### config.mk
export PLATFORM = sky130hd
export DESIGN_NAME = rgb565_crop_box_downscale
export DESIGN_NICKNAME = d
export VERILOG_FILES = /design/src/hdl/rcbd_pkg.sv /design/src/hdl/rcbd_cell.sv /design/src/hdl/rcbd_front.sv /design/src/hdl/rcbd_avg.sv /design/src/hdl/rgb565_crop_box_downscale.sv
export VERILOG_INCLUDE_DIRS = /design/src /design/src/hdl
export SDC_FILE = /design/constraint.sdc
export NUM_CORES = 2
export LEC_CHECK = 0
export BUFFER_PORTS_ARGS = -buffer_cell sky130_fd_sc_hd__buf_2
export CORE_MARGIN = 4
export CORE_UTILIZATION = 26
export CTS_CLUSTER_SIZE = 14
export DETAILED_ROUTE_END_ITERATION = 7
export GPL_TIMING_DRIVEN = 0
export PLACE_DENSITY = 0.41
export SLEW_MARGIN = 20
export SYNTH_ARGS = -nofsm -noshare
export SYNTH_HDL_FRONTEND = slang
export SYNTH_HIERARCHICAL = 1
export SYNTH_SLANG_ARGS = --single-unit
### constraint.sdc
create_clock -name i_clk -period 141.8 [get_ports i_clk]
set_input_delay 28.36 -clock i_clk [delete_from_list [all_inputs] [get_ports i_clk]]
set_output_delay 28.36 -clock i_clk [all_outputs]
set_load 0.03 [all_outputs]
### src/hdl/rgb565_crop_box_downscale_macros.svh
// Assertion helpers for the crop and box downscale block.
// Both sample on i_clk and are off while i_rst_n is low.
`ifndef RGB565_CROP_BOX_DOWNSCALE_MACROS_SVH
`define RGB565_CROP_BOX_DOWNSCALE_MACROS_SVH

// Consequent must hold in the same cycle as the antecedent
`define RCBD_ASSERT_NOW(label, ante, cons, msg) \
    label: assert property (@(posedge i_clk) disable iff (!i_rst_n) (ante) |-> (cons)) \
        else $error(msg);

// Consequent must hold in the cycle after the antecedent
`define RCBD_ASSERT_NEXT(label, ante, cons, msg) \
    label: assert property (@(posedge i_clk) disable iff (!i_rst_n) (ante) |=> (cons)) \
        else $error(msg);

`endif

### src/hdl/rcbd_pkg.sv
package rcbd_pkg;

    // Default geometry
    localparam int SRC_WIDTH_DEF  = 480;
    localparam int SRC_HEIGHT_DEF = 272;
    localparam int CROP_SIZE_DEF  = 240;
    localparam int BLOCK_SIZE_DEF = 5;

    // Configuration port
    localparam int CFG_DATA_W    = 8;
    localparam int CROP_LEFT_RST = 120;
    localparam int CROP_TOP_RST  = 16;

    typedef enum logic [0:0] {
        CFG_CROP_LEFT = 1'b0,
        CFG_CROP_TOP  = 1'b1
    } t_cfg_reg;

    // Per-pixel block position flags, front end to accumulator ring
    typedef struct packed {
        logic first;       // first pixel of a block: overwrite the sum
        logic last;        // last pixel of a block: block average is due
        logic rot;         // last column of a block: move to next block column
        logic frame_last;  // last block of the output frame
    } t_pix_ctl;

    // 5-bit channel to 8 bits: (x*527 + 23) >> 6
    function automatic logic [7:0] expand_5(input logic [4:0] x);
        logic [14:0] t;
        t = 15'(x) * 15'(527) + 15'(23);
        return t[13:6];
    endfunction

    // 6-bit channel to 8 bits: (x*259 + 33) >> 6
    function automatic logic [7:0] expand_6(input logic [5:0] x);
        logic [14:0] t;
        t = 15'(x) * 15'(259) + 15'(33);
        return t[13:6];
    endfunction

    // 8-bit channels back to RGB565
    function automatic logic [15:0] pack_565(input logic [7:0] r, input logic [7:0] g,
                                             input logic [7:0] b);
        return {r[7:3], g[7:2], b[7:3]};
    endfunction

endpackage

### src/hdl/rcbd_cell.sv
// One block-column accumulator cell of the ring: R, G, B sums side by side
module rcbd_cell import rcbd_pkg::*; #(
    parameter int W = 39
) (
    input  logic         i_clk,
    input  logic         i_load,
    input  logic [W-1:0] i_d,
    output logic [W-1:0] o_q
);

    logic [W-1:0] r_q;

    always_ff @(posedge i_clk) begin
        if (i_load) begin
            r_q <= i_d;
        end
    end

    assign o_q = r_q;

endmodule

### src/hdl/rcbd_front.sv
// Position tracking, window test and channel expansion; one registered stage
module rcbd_front import rcbd_pkg::*; #(
    parameter int SRC_WIDTH  = SRC_WIDTH_DEF,
    parameter int SRC_HEIGHT = SRC_HEIGHT_DEF,
    parameter int CROP_SIZE  = CROP_SIZE_DEF,
    parameter int BLOCK_SIZE = BLOCK_SIZE_DEF,
    localparam int COORD_W   = $clog2((SRC_WIDTH > SRC_HEIGHT) ? SRC_WIDTH : SRC_HEIGHT)
) (
    input  logic               i_clk,
    input  logic               i_rst_n,
    // source words
    input  logic               i_valid,
    output logic               o_stall,
    input  logic [15:0]        i_pixel_in,
    input  logic               i_frame_start,
    // window corner, already limited to the frame
    input  logic [COORD_W-1:0] i_left,
    input  logic [COORD_W-1:0] i_top,
    // expanded pixel to the ring
    output logic               o_valid,
    input  logic               i_stall,
    output logic [7:0]         o_r8,
    output logic [7:0]         o_g8,
    output logic [7:0]         o_b8,
    output t_pix_ctl           o_ctl
);

    localparam int OUT_SIZE  = CROP_SIZE / BLOCK_SIZE;
    localparam int USED_SIZE = OUT_SIZE * BLOCK_SIZE;
    localparam int RX_W      = $clog2(BLOCK_SIZE);
    localparam int BX_W      = (OUT_SIZE > 1) ? $clog2(OUT_SIZE) : 1;

    logic [COORD_W-1:0] r_col, n_col, r_row, n_row;
    logic [RX_W-1:0]    r_rx, n_rx, r_ry, n_ry;
    logic [BX_W-1:0]    r_bx, n_bx, r_by, n_by;
    logic               r_v, n_v;
    logic [7:0]         r_r8, r_g8, r_b8;
    t_pix_ctl           r_ctl;

    logic [COORD_W-1:0] col, row;
    logic [COORD_W:0]   col_p1, row_p1;
    logic [RX_W-1:0]    cur_rx, cur_ry;
    logic [BX_W-1:0]    cur_bx, cur_by;
    logic               in_x, in_y, rx_end, ry_end, bx_end, by_end;
    logic               en, accept;
    t_pix_ctl           ctl;

    // current position and its place in the window
    always_comb begin
        col    = i_frame_start ? '0 : r_col;
        row    = i_frame_start ? '0 : r_row;
        in_x   = (col >= i_left) &&
                 ({1'b0, col} < ({1'b0, i_left} + (COORD_W+1)'(USED_SIZE)));
        in_y   = (row >= i_top) &&
                 ({1'b0, row} < ({1'b0, i_top} + (COORD_W+1)'(USED_SIZE)));
        cur_rx = (col == i_left) ? '0 : r_rx;
        cur_bx = (col == i_left) ? '0 : r_bx;
        cur_ry = (row == i_top) ? '0 : r_ry;
        cur_by = (row == i_top) ? '0 : r_by;
        rx_end = (cur_rx == RX_W'(BLOCK_SIZE - 1));
        ry_end = (cur_ry == RX_W'(BLOCK_SIZE - 1));
        bx_end = (cur_bx == BX_W'(OUT_SIZE - 1));
        by_end = (cur_by == BX_W'(OUT_SIZE - 1));

        ctl.first      = (cur_rx == '0) && (cur_ry == '0);
        ctl.last       = rx_end && ry_end;
        ctl.rot        = rx_end;
        ctl.frame_last = rx_end && ry_end && bx_end && by_end;
    end

    // handshake: the stage takes a word when empty or draining
    assign en      = !r_v || !i_stall;
    assign accept  = i_valid && en;
    assign o_stall = !en;

    // raster and block counters
    always_comb begin
        n_col  = r_col;
        n_row  = r_row;
        n_rx   = r_rx;
        n_bx   = r_bx;
        n_ry   = r_ry;
        n_by   = r_by;
        col_p1 = {1'b0, col} + 1'b1;
        row_p1 = {1'b0, row} + 1'b1;
        if (accept) begin
            if (col_p1 >= (COORD_W+1)'(SRC_WIDTH)) begin
                n_col = '0;
                n_row = (row_p1 >= (COORD_W+1)'(SRC_HEIGHT)) ? '0 : row_p1[COORD_W-1:0];
            end else begin
                n_col = col_p1[COORD_W-1:0];
                n_row = row;
            end
            if (in_x) begin
                n_rx = rx_end ? '0 : cur_rx + 1'b1;
                n_bx = rx_end ? cur_bx + 1'b1 : cur_bx;
            end
            // block row counters move at the last used column of a used row
            if (in_x && in_y && rx_end && bx_end) begin
                n_ry = ry_end ? '0 : cur_ry + 1'b1;
                n_by = ry_end ? cur_by + 1'b1 : cur_by;
            end
        end
        n_v = en ? (accept && in_x && in_y) : r_v;
    end

    always_ff @(posedge i_clk) begin
        if (!i_rst_n) begin
            r_col <= '0;
            r_row <= '0;
            r_rx  <= '0;
            r_bx  <= '0;
            r_ry  <= '0;
            r_by  <= '0;
            r_v   <= 1'b0;
        end else begin
            r_col <= n_col;
            r_row <= n_row;
            r_rx  <= n_rx;
            r_bx  <= n_bx;
            r_ry  <= n_ry;
            r_by  <= n_by;
            r_v   <= n_v;
        end
    end

    // stage payload
    always_ff @(posedge i_clk) begin
        if (accept) begin
            r_r8  <= expand_5(i_pixel_in[15:11]);
            r_g8  <= expand_6(i_pixel_in[10:5]);
            r_b8  <= expand_5(i_pixel_in[4:0]);
            r_ctl <= ctl;
        end
    end

    assign o_valid = r_v;
    assign o_r8    = r_r8;
    assign o_g8    = r_g8;
    assign o_b8    = r_b8;
    assign o_ctl   = r_ctl;

endmodule

### src/hdl/rcbd_avg.sv
// Block average: multiply by reciprocal of the block area, then pack to RGB565
module rcbd_avg import rcbd_pkg::*; #(
    parameter int BLOCK_SIZE = BLOCK_SIZE_DEF,
    localparam int AREA      = BLOCK_SIZE * BLOCK_SIZE,
    localparam int SUM_W     = $clog2(AREA * 255 + 1)
) (
    input  logic               i_clk,
    input  logic               i_rst_n,
    input  logic               i_valid,
    output logic               o_stall,
    input  logic [3*SUM_W-1:0] i_sum,
    input  logic               i_frame_last,
    output logic               o_valid,
    input  logic               i_stall,
    output logic [15:0]        o_pixel_out,
    output logic               o_frame_last
);

    // exact floor division for sums below 2**SUM_W
    localparam int DIV_L  = $clog2(AREA);
    localparam int DIV_K  = SUM_W + DIV_L;
    localparam int RECIP  = ((1 << DIV_K) + AREA - 1) / AREA;
    localparam int PROD_W = DIV_K + 8;

    logic              r_v3, r_vo;
    logic [PROD_W-1:0] r_pr, r_pg, r_pb;
    logic              r_fl3, r_flo;
    logic [15:0]       r_pix;
    logic              en3, en_o;

    assign en_o    = !r_vo || !i_stall;
    assign en3     = !r_v3 || en_o;
    assign o_stall = !en3;

    // valid bits
    always_ff @(posedge i_clk) begin
        if (!i_rst_n) begin
            r_v3 <= 1'b0;
            r_vo <= 1'b0;
        end else begin
            if (en3) begin
                r_v3 <= i_valid;
            end
            if (en_o) begin
                r_vo <= r_v3;
            end
        end
    end

    // reciprocal products
    always_ff @(posedge i_clk) begin
        if (i_valid && en3) begin
            r_pr  <= PROD_W'(i_sum[3*SUM_W-1 -: SUM_W]) * PROD_W'(RECIP);
            r_pg  <= PROD_W'(i_sum[2*SUM_W-1 -: SUM_W]) * PROD_W'(RECIP);
            r_pb  <= PROD_W'(i_sum[SUM_W-1:0]) * PROD_W'(RECIP);
            r_fl3 <= i_frame_last;
        end
    end

    // quotient is the top byte; pack into the output register
    always_ff @(posedge i_clk) begin
        if (r_v3 && en_o) begin
            r_pix <= pack_565(r_pr[PROD_W-1 -: 8], r_pg[PROD_W-1 -: 8], r_pb[PROD_W-1 -: 8]);
            r_flo <= r_fl3;
        end
    end

    assign o_valid      = r_vo;
    assign o_pixel_out  = r_pix;
    assign o_frame_last = r_flo;

endmodule

### src/hdl/rgb565_crop_box_downscale.sv
// Crop a square window from an RGB565 raster and average it over BLOCK_SIZE blocks.
// Throughput: one source word per cycle until stalled results fill the stages behind it.
// A block's average passes the expand, block sum, reciprocal multiply and pack/output
// registers in that order once the edge that accepts its last source word has passed.
// Reset (synchronous, active low): counters, valid bits and crop corner to defaults;
// block sums are undefined until written and get no clearing pass.
`include "rgb565_crop_box_downscale_macros.svh"
module rgb565_crop_box_downscale import rcbd_pkg::*; #(
    parameter int SRC_WIDTH  = SRC_WIDTH_DEF,
    parameter int SRC_HEIGHT = SRC_HEIGHT_DEF,
    parameter int CROP_SIZE  = CROP_SIZE_DEF,
    parameter int BLOCK_SIZE = BLOCK_SIZE_DEF
) (
    input  logic                  i_clk,
    input  logic                  i_rst_n,
    // configuration writes
    input  logic                  i_cfg_we,
    input  logic [0:0]            i_cfg_index,
    input  logic [CFG_DATA_W-1:0] i_cfg_data,
    // source words
    input  logic                  i_valid,
    output logic                  o_stall,
    input  logic [15:0]           i_pixel_in,
    input  logic                  i_frame_start,
    // result words
    output logic                  o_valid,
    input  logic                  i_stall,
    output logic [15:0]           o_pixel_out,
    output logic                  o_frame_last
);

    localparam int COORD_W  = $clog2((SRC_WIDTH > SRC_HEIGHT) ? SRC_WIDTH : SRC_HEIGHT);
    localparam int OUT_SIZE = CROP_SIZE / BLOCK_SIZE;
    localparam int N_CELLS  = (OUT_SIZE > 0) ? OUT_SIZE : 1;
    localparam int AREA     = BLOCK_SIZE * BLOCK_SIZE;
    localparam int SUM_W    = $clog2(AREA * 255 + 1);
    localparam int SUM3_W   = 3 * SUM_W;
    localparam int MAX_LEFT = (SRC_WIDTH >= CROP_SIZE) ? SRC_WIDTH - CROP_SIZE : 0;
    localparam int MAX_TOP  = (SRC_HEIGHT >= CROP_SIZE) ? SRC_HEIGHT - CROP_SIZE : 0;
    localparam int LEFT_RST = (CROP_LEFT_RST > MAX_LEFT) ? MAX_LEFT : CROP_LEFT_RST;
    localparam int TOP_RST  = (CROP_TOP_RST > MAX_TOP) ? MAX_TOP : CROP_TOP_RST;

    logic [COORD_W-1:0] r_left, n_left, r_top, n_top;

    // crop corner, limited so that the window fits in the frame
    always_comb begin
        n_left = r_left;
        n_top  = r_top;
        if (i_cfg_we) begin
            case (i_cfg_index)
                CFG_CROP_LEFT: begin
                    n_left = (32'(i_cfg_data) > 32'(MAX_LEFT)) ?
                             COORD_W'(MAX_LEFT) : COORD_W'(i_cfg_data);
                end
                CFG_CROP_TOP: begin
                    n_top = (32'(i_cfg_data[5:0]) > 32'(MAX_TOP)) ?
                            COORD_W'(MAX_TOP) : COORD_W'(i_cfg_data[5:0]);
                end
                default: begin
                end
            endcase
        end
    end

    always_ff @(posedge i_clk) begin
        if (!i_rst_n) begin
            r_left <= COORD_W'(LEFT_RST);
            r_top  <= COORD_W'(TOP_RST);
        end else begin
            r_left <= n_left;
            r_top  <= n_top;
        end
    end

    // front end
    logic       f_valid, f_stall;
    logic [7:0] f_r8, f_g8, f_b8;
    t_pix_ctl   f_ctl;

    rcbd_front #(
        .SRC_WIDTH  (SRC_WIDTH),
        .SRC_HEIGHT (SRC_HEIGHT),
        .CROP_SIZE  (CROP_SIZE),
        .BLOCK_SIZE (BLOCK_SIZE)
    ) u_front (
        .i_clk         (i_clk),
        .i_rst_n       (i_rst_n),
        .i_valid       (i_valid),
        .o_stall       (o_stall),
        .i_pixel_in    (i_pixel_in),
        .i_frame_start (i_frame_start),
        .i_left        (r_left),
        .i_top         (r_top),
        .o_valid       (f_valid),
        .i_stall       (f_stall),
        .o_r8          (f_r8),
        .o_g8          (f_g8),
        .o_b8          (f_b8),
        .o_ctl         (f_ctl)
    );

    // accumulator ring: cell 0 holds the current block column; at the last column
    // of a block the updated sum enters the tail and every cell moves one place
    logic [SUM3_W-1:0] cell_q [N_CELLS];
    logic [SUM3_W-1:0] new_sum;
    logic [SUM_W-1:0]  hr, hg, hb;
    logic              upd, a_stall, en2;
    logic              r_v2;
    logic [SUM3_W-1:0] r_s2_sum;
    logic              r_s2_fl;

    assign en2     = !r_v2 || !a_stall;
    assign upd     = f_valid && en2;
    assign f_stall = !en2;

    always_comb begin
        hr      = cell_q[0][SUM3_W-1 -: SUM_W];
        hg      = cell_q[0][2*SUM_W-1 -: SUM_W];
        hb      = cell_q[0][SUM_W-1:0];
        if (f_ctl.first) begin
            new_sum = {SUM_W'(f_r8), SUM_W'(f_g8), SUM_W'(f_b8)};
        end else begin
            new_sum = {hr + SUM_W'(f_r8), hg + SUM_W'(f_g8), hb + SUM_W'(f_b8)};
        end
    end

    for (genvar i = 0; i < N_CELLS; i++) begin : g_cell
        logic              load;
        logic [SUM3_W-1:0] d;
        if (i == N_CELLS - 1) begin : g_tail
            assign d    = new_sum;
            assign load = upd && (f_ctl.rot || (i == 0));
        end else begin : g_body
            assign d    = f_ctl.rot ? cell_q[i+1] : new_sum;
            assign load = upd && (f_ctl.rot || (i == 0));
        end
        rcbd_cell #(.W(SUM3_W)) u_cell (
            .i_clk  (i_clk),
            .i_load (load),
            .i_d    (d),
            .o_q    (cell_q[i])
        );
    end

    // completed block sum
    always_ff @(posedge i_clk) begin
        if (!i_rst_n) begin
            r_v2 <= 1'b0;
        end else if (en2) begin
            r_v2 <= f_valid && f_ctl.last;
        end
    end

    always_ff @(posedge i_clk) begin
        if (upd && f_ctl.last) begin
            r_s2_sum <= new_sum;
            r_s2_fl  <= f_ctl.frame_last;
        end
    end

    // divide and pack
    rcbd_avg #(.BLOCK_SIZE(BLOCK_SIZE)) u_avg (
        .i_clk        (i_clk),
        .i_rst_n      (i_rst_n),
        .i_valid      (r_v2),
        .o_stall      (a_stall),
        .i_sum        (r_s2_sum),
        .i_frame_last (r_s2_fl),
        .o_valid      (o_valid),
        .i_stall      (i_stall),
        .o_pixel_out  (o_pixel_out),
        .o_frame_last (o_frame_last)
    );

    // checks
    `RCBD_ASSERT_NEXT(a_block_done, upd && f_ctl.last, r_v2, "finished block not captured")
    `RCBD_ASSERT_NOW(a_last_rot, f_valid && f_ctl.last, f_ctl.rot && !f_ctl.first, "bad block flags")
    `RCBD_ASSERT_NOW(a_frame_last, f_valid && f_ctl.frame_last, f_ctl.last, "frame end off block end")

endmodule

# Word-level counts from Yosys, hierarchy flattened
# Index checks and enable logic that the tools add are counted.
totals:
  ff_bits: 2091
op_classes:
  addsub: 14
  mul: 6
  order_cmp: 8
  n_eq_ne: 6
  mux: 63
  n_bitwise: 1
  reduce_logical: 34
ops:
  columns: ["cell", "count"]
  rows:
  - ["2-to-1 mux 39 bit", 48]
  - ["multiplier 13 x 13 -> 25 bit, second input constant", 3]
  - ["2-to-1 mux 9 bit", 5]
  - ["adder 13 x 8 -> 13 bit", 3]
  - ["2-to-1 mux 6 bit", 5]
  - ["adder 14 x 5 -> 14 bit, second input constant", 2]
  - ["multiplier 5 x 10 -> 14 bit, second input constant", 2]
  - ["adder 9 x 1 -> 10 bit, second input constant", 2]
  - ["adder 9 x 8 -> 10 bit, second input constant", 2]
  - [">= comparator 10 x 9 -> 1 bit, second input constant", 2]
  - ["less-than comparator 9 x 10 -> 1 bit", 2]
  - ["equality test 9 bit", 2]
  - [">= comparator 9 bit", 2]
  - ["logical AND 1 bit", 18]
  - ["adder 14 x 6 -> 14 bit, second input constant", 1]
  - ["multiplier 6 x 9 -> 14 bit, second input constant", 1]
  - ["adder 6 x 1 -> 6 bit, second input constant", 2]
  - ["equality test 6 bit, second input constant", 2]
  - ["2-to-1 mux 3 bit", 4]
  - ["> comparator 8 bit, second input constant", 1]
  - ["2-to-1 mux 8 bit", 1]
  - ["AND reduction 2 bit", 4]
  - ["adder 3 x 1 -> 3 bit, second input constant", 2]
  - ["equality test 3 bit, second input constant", 2]
  - ["other kinds (5)", 14]

# Longest topological paths before layout
depth:
  ltp_word: 8
  ltp_mapped: 18
  mapped_depth_nobuf: 18

# By module
# Netlist, hierarchy kept.
by_module_without_submodules:
  columns: ["mod", "instances", "cells_per_inst", "area_each_um2", "seq_area_each_um2"]
  rows:
  - ["rcbd_cell", 48, 39, 1171.1, 1171.1]
  - ["rgb565_crop_box_downscale", 1, 4797, 25704.7, 1501.4]
  - ["rcbd_avg", 1, 957, 10136.0, 1061.0]
  - ["rcbd_front", 1, 628, 5681.7, 1581.5]

# Worst setup path after synthesis
# OpenSTA, ideal clock, no wires.
synth_path:
  kind: "input -> register"
  from: "input i_stall"
  to: "register g_cell[10].u_cell.r_q[0] (enable)"
  setup_time_ns: 2.473
  t_arrival_ns: 70.073
  path_slack_ns: 69.255
  stages: 3
  n_path_buf: 0
  path_cell_list: "and3_1 > nand2_1 > and3_1"
synth_between:
  elab_chain_cells: 6
synth_lines:
  columns: ["element", "line_no", "text"]
  rows:
  - ["start, declared", "rgb565_crop_box_downscale.sv:27", "input logic i_stall,"]
  - ["zero test 1 bit", "rcbd_avg.sv:31", "assign en_o = !r_vo || !i_stall;"]
  - ["logical OR 1 bit", "rcbd_avg.sv:31", null]
  - ["logical OR 1 bit", "rcbd_avg.sv:32", "assign en3 = !r_v3 || en_o;"]
  - ["logical OR 1 bit", "rgb565_crop_box_downscale.sv:112", "assign en2 = !r_v2 || !a_stall;"]
  - ["logical AND 1 bit", "rgb565_crop_box_downscale.sv:113", "assign upd = f_valid && en2;"]
  - ["logical AND 1 bit", "rgb565_crop_box_downscale.sv:135", "assign load = upd && (f_ctl.rot || (i == 0));"]
  - ["net g_cell[10].load", "rgb565_crop_box_downscale.sv:128", "logic load;"]
  - ["end signal, assigned", "rcbd_cell.sv:15", "r_q <= i_d;"]
  - ["end, declared", "rcbd_cell.sv:11", "logic [W-1:0] r_q;"]
# The timed path passes the listed nets, and every way through them passes these cells.
# A chain may end at the register's enable or synchronous reset.

# Worst setup path after layout
layout_path:
  from: "input i_stall"
  to: "output o_stall"
layout_between:
  elab_chain_cells: 6
layout_lines:
  columns: ["element", "line_no", "text"]
  rows:
  - ["zero test 1 bit", "rcbd_avg.sv:31", null]
  - ["logical OR 1 bit", "rcbd_avg.sv:31", null]
  - ["logical OR 1 bit", "rcbd_avg.sv:32", null]
  - ["logical OR 1 bit", "rgb565_crop_box_downscale.sv:112", null]
  - ["logical OR 1 bit", "rcbd_front.sv:72", "assign en = !r_v || !i_stall;"]
  - ["zero test 1 bit", "rcbd_front.sv:74", "assign o_stall = !en;"]
  - ["end, declared", "rgb565_crop_box_downscale.sv:22", "output logic o_stall,"]
# Every way passes these cells.

==> impl_metrics.json <==
{
  "cp_max_fo": 5,
  "core-area_mm2": 0.3733,
  "nets": 9205,
  "ctsHoldBuffers": 0,
  "route.detailed.drc": 0,
  "fin_crit_ns": 57.93,
  "setup_tns_ns": 0,
  "die_w_um": 621.1,
  "slew_viol_final": 0,
  "row_count": 224,
  "area_growth_syn_to_layout_pct": 15.56,
  "path_clk_slew_ns": 0.05,
  "synthFlopType": "edfxtp_1",
  "finalNonFillerCells": 13760,
  "syn_avg_cell_area_um2": 11.84,
  "synth_warnings": 6,
  "numCtsBuffers": 236,
  "vdd_drop_max_mv": 0.009056,
  "netlist_instances": 8254,
  "vias": 63519,
  "root_buffer": "clkbuf_16",
  "setup_viol": 0,
  "worstMarginPinSlew_ns": 1.117,
  "r2r-end": "g_cell[34].u_cell/o_q[3]$_DFFE_PP_",
  "initial_core_util_pct": 26.18,
  "synth_cell_types": 98,
  "hold_violations": 0,
  "yosysMostFrequentCell": "edfxtp_1",
  "seqCellArea_mm2": 0.06036,
  "hold_class": "register to register",
  "cp.required_ns": 113.44,
  "cts.sinks": 2028,
  "dr.pass1.iters": 5,
  "io_pins": 50,
  "synth_area_leaders": "edfxtp_1 61%, a21oi_1 5.3%, ha_1 5.0%",
  "drv_cap": 0,
  "cp_num_buf_inv": 4,
  "hold_depth": 0,
  "async_flop_share_pct": 0,
  "rsz0062_at_grt": "false",
  "port_buffers": 47,
  "p_leak_uw": 0.04403,
  "utilization_pct": 30.25,
  "gp_congestion": 0.7845,
  "clockBufferDepth": 4,
  "wl_per_cell_um": 18.68,
  "skew_ns": 0.1113,
  "drive_above_1_share_pct": 9.334,
  "multi_input_area_mm2": 0.03081,
  "r2r_slack_ns": 134.69,
  "crit_chain": "buf_2 > and3_1 > nand2_1 > inv_1 > nand2_1 > inv_1 > buf_2",
  "initialDrtViolationCount": 5059,
  "dpl.hpwl_mm": 176.2,
  "clock_latency_ns": 0.93,
  "antenna_found_initial": 20,
  "outcome": "completed",
  "grt_pass1_vias": 64207,
  "p_per_area_mw_per_mm2": 12.05,
  "antenna_left": 0,
  "place_area_mm2": 0.1055,
  "synth_common_cells": "1,974 x edfxtp_1, 1,035 x a21oi_1, 945 x inv_1, 845 x nand2_1, 510 x nand3_1",
  "slew_headroom_pct": 24.84,
  "viasPerCell": 4.616,
  "ys_seq_area_share_pct": 61.76,
  "yosysTopAreaCellShare_pct": 60.65,
  "cts_resized": 0,
  "fillers": 38289,
  "endpoint_kind": "output port",
  "grt-ovfl-total": 0,
  "routed_wl_mm": 257.1,
  "hp-start": "u_avg/r_pr[25]$_DFFE_PP_",
  "placedCellCount": 13332,
  "track_usage_pct": 12.85,
  "dieHeight_um": 621.1,
  "critical_path_class": "primary input to output port",
  "cts_tree": "built",
  "synth_edf_count": 1974,
  "finalInstanceArea_mm2": 0.1129,
  "yosysTopAreaCell": "edfxtp_1",
  "hold_end": "u_avg/o_pixel_out[15]$_DFFE_PP_",
  "htreeDepth": 4,
  "grt_max_degree": 58,
  "crit_family": "buffers and inverters",
  "startpoint_type": "primary input",
  "die_area_mm2": 0.3858,
  "post-cts-setup-buffer-count": 0,
  "fmax_ghz": 0.01726,
  "critical_path.max_stage_delay_ns": 0.26,
  "ff2ff_path_depth": 13,
  "hold_ws_ns": 0.4161,
  "synth_area_mm2": 0.09774,
  "r2r_start": "u_front/o_ctl[1]$_DFFE_PP_",
  "cp_data_arrival_time_ns": 29.57,
  "finalCritPeriodShare_pct": 40.85,
  "grt_pass1_wl_mm": 395.2,
  "critPathSlowestCell": "nand2_1",
  "yosys_register_bits": 2028
}
## metal layers
layer | vias to the layer above | global-route usage (%) | wire, µm
met3 | 313 | 1.419 | 9639
met1 | 31718 | 18.34 | 123500
li1 | 30253 | - | -
met2 | 1235 | 20.76 | 118100
met5 | - | 0 | 0
met4 | 0 | 3.270 | 5866
## cells by family after synthesis
group | Yosys count | share of synthesized area, %
AND/OR/NAND/NOR | 2053 | 10.47
multiplexers | 24 | 0.2650
other | 1 | 0.003837
AO/OA/AOI/OAI | 1873 | 11.20
adder cells (fa/ha/maj) | 576 | 8.810
flip-flops | 2028 | 61.76
buffers and inverters | 1629 | 6.871
XOR/XNOR | 70 | 0.6273
## report_power, final
group          switching (µW)  total (µW)  internal, µW
logic                    70.7        98.5          27.8
clock network             251         595           343
registers                4.01         668           664
## sequential cells by signal, indices dropped and copies added, names as in the netlist, 3 cells and up
register           count
u_front/r_ry           3
r_s2_sum              39
u_avg/r_pg             6
u_front/r_col          9
u_avg/o_pixel_out     16
u_front/o_g8           8
u_avg/r_pr             5
u_front/r_bx           6
r_top                  6
u_front/o_b8           8
r_left                 8
u_front/o_r8           8
u_avg/r_pb             5
u_front/r_row          9
g_cell.u_cell/o_q   1872
u_front/r_by           6
u_front/r_rx           3
u_front/o_ctl          4
## layout by cell type (no fill, tap or decap), types with 15 or more instances in the layout
| cell | Yosys | layout |
|---|---|---|
| a211oi_1 | 103 | 103 |
| a21o_1 | 34 | 34 |
| a21oi_1 | 1035 | 1034 |
| a221oi_1 | 97 | 97 |
| and2_1 | 24 | 23 |
| and3_1 | 21 | 19 |
| buf_1 | 48 | 48 |
| buf_16 | 0 | 32 |
| buf_2 | 228 | 275 |
| buf_4 | 22 | 25 |
| buf_6 | 31 | 32 |
| bufinv_16 | 0 | 21 |
| clkbuf_1 | 353 | 398 |
| clkbuf_16 | 0 | 237 |
| clkinv_1 | 1 | 58 |
| clkinv_2 | 0 | 39 |
| dfxtp_1 | 54 | 54 |
| edfxtp_1 | 1974 | 1974 |
| fa_1 | 187 | 187 |
| ha_1 | 389 | 389 |
| inv_1 | 945 | 945 |
| mux2_2 | 15 | 15 |
| nand2_1 | 845 | 845 |
| nand2b_1 | 21 | 21 |
| nand3_1 | 510 | 510 |
| nand3_2 | 51 | 51 |
| nand4_1 | 64 | 64 |
| nor2_1 | 71 | 71 |
| nor2b_1 | 174 | 173 |
| nor3_1 | 38 | 38 |
| nor4_1 | 152 | 151 |
| o211ai_1 | 37 | 37 |
| o21a_1 | 21 | 21 |
| o21ai_0 | 330 | 328 |
| o31ai_1 | 102 | 99 |
| or3_1 | 15 | 15 |
| xnor2_1 | 57 | 57 |
## worst max-delay path by stage
stage	startpoint	end	slack, ns	depth (start not counted)
after floorplan	i_stall	g_cell[10].u_cell/o_q[0]$_DFFE_PP_	69.25	3
after global placement	i_stall	g_cell[30].u_cell/o_q[3]$_DFFE_PP_	49.84	4
after detailed placement	i_stall	o_stall	83.83	7
after CTS	i_stall	o_stall	83.83	7
after global routing	i_stall	o_stall	83.74	7
final	i_stall	o_stall	83.87	7
## per-stage QoR
| step | setup WS (ns) | power (µW) |
|---|---|---|
| final | 83.87 | 1361 |
| after global routing | 83.74 | 1420 |
| after CTS | 83.83 | 1386 |
| after detailed placement | 83.83 | 780.8 |
| after global placement | 49.84 | 779.0 |
| after floorplan | 69.25 | 737.4 |
## area by class of cell
class                           instances  share of cell area, %
Antenna cell                            3               0.006647
Buffer                                682                  2.801
Clock buffer                          284                  5.407
Clock inverter                        141                  1.171
Inverter                              947                  3.148
Multi-Input combinational cell       4608                  27.28
Sequential cell                      2028                  53.44
Tap cell                             4972                  5.508
Timing Repair Buffer                   95                  1.231
Power figures use the tool's default switching activity.
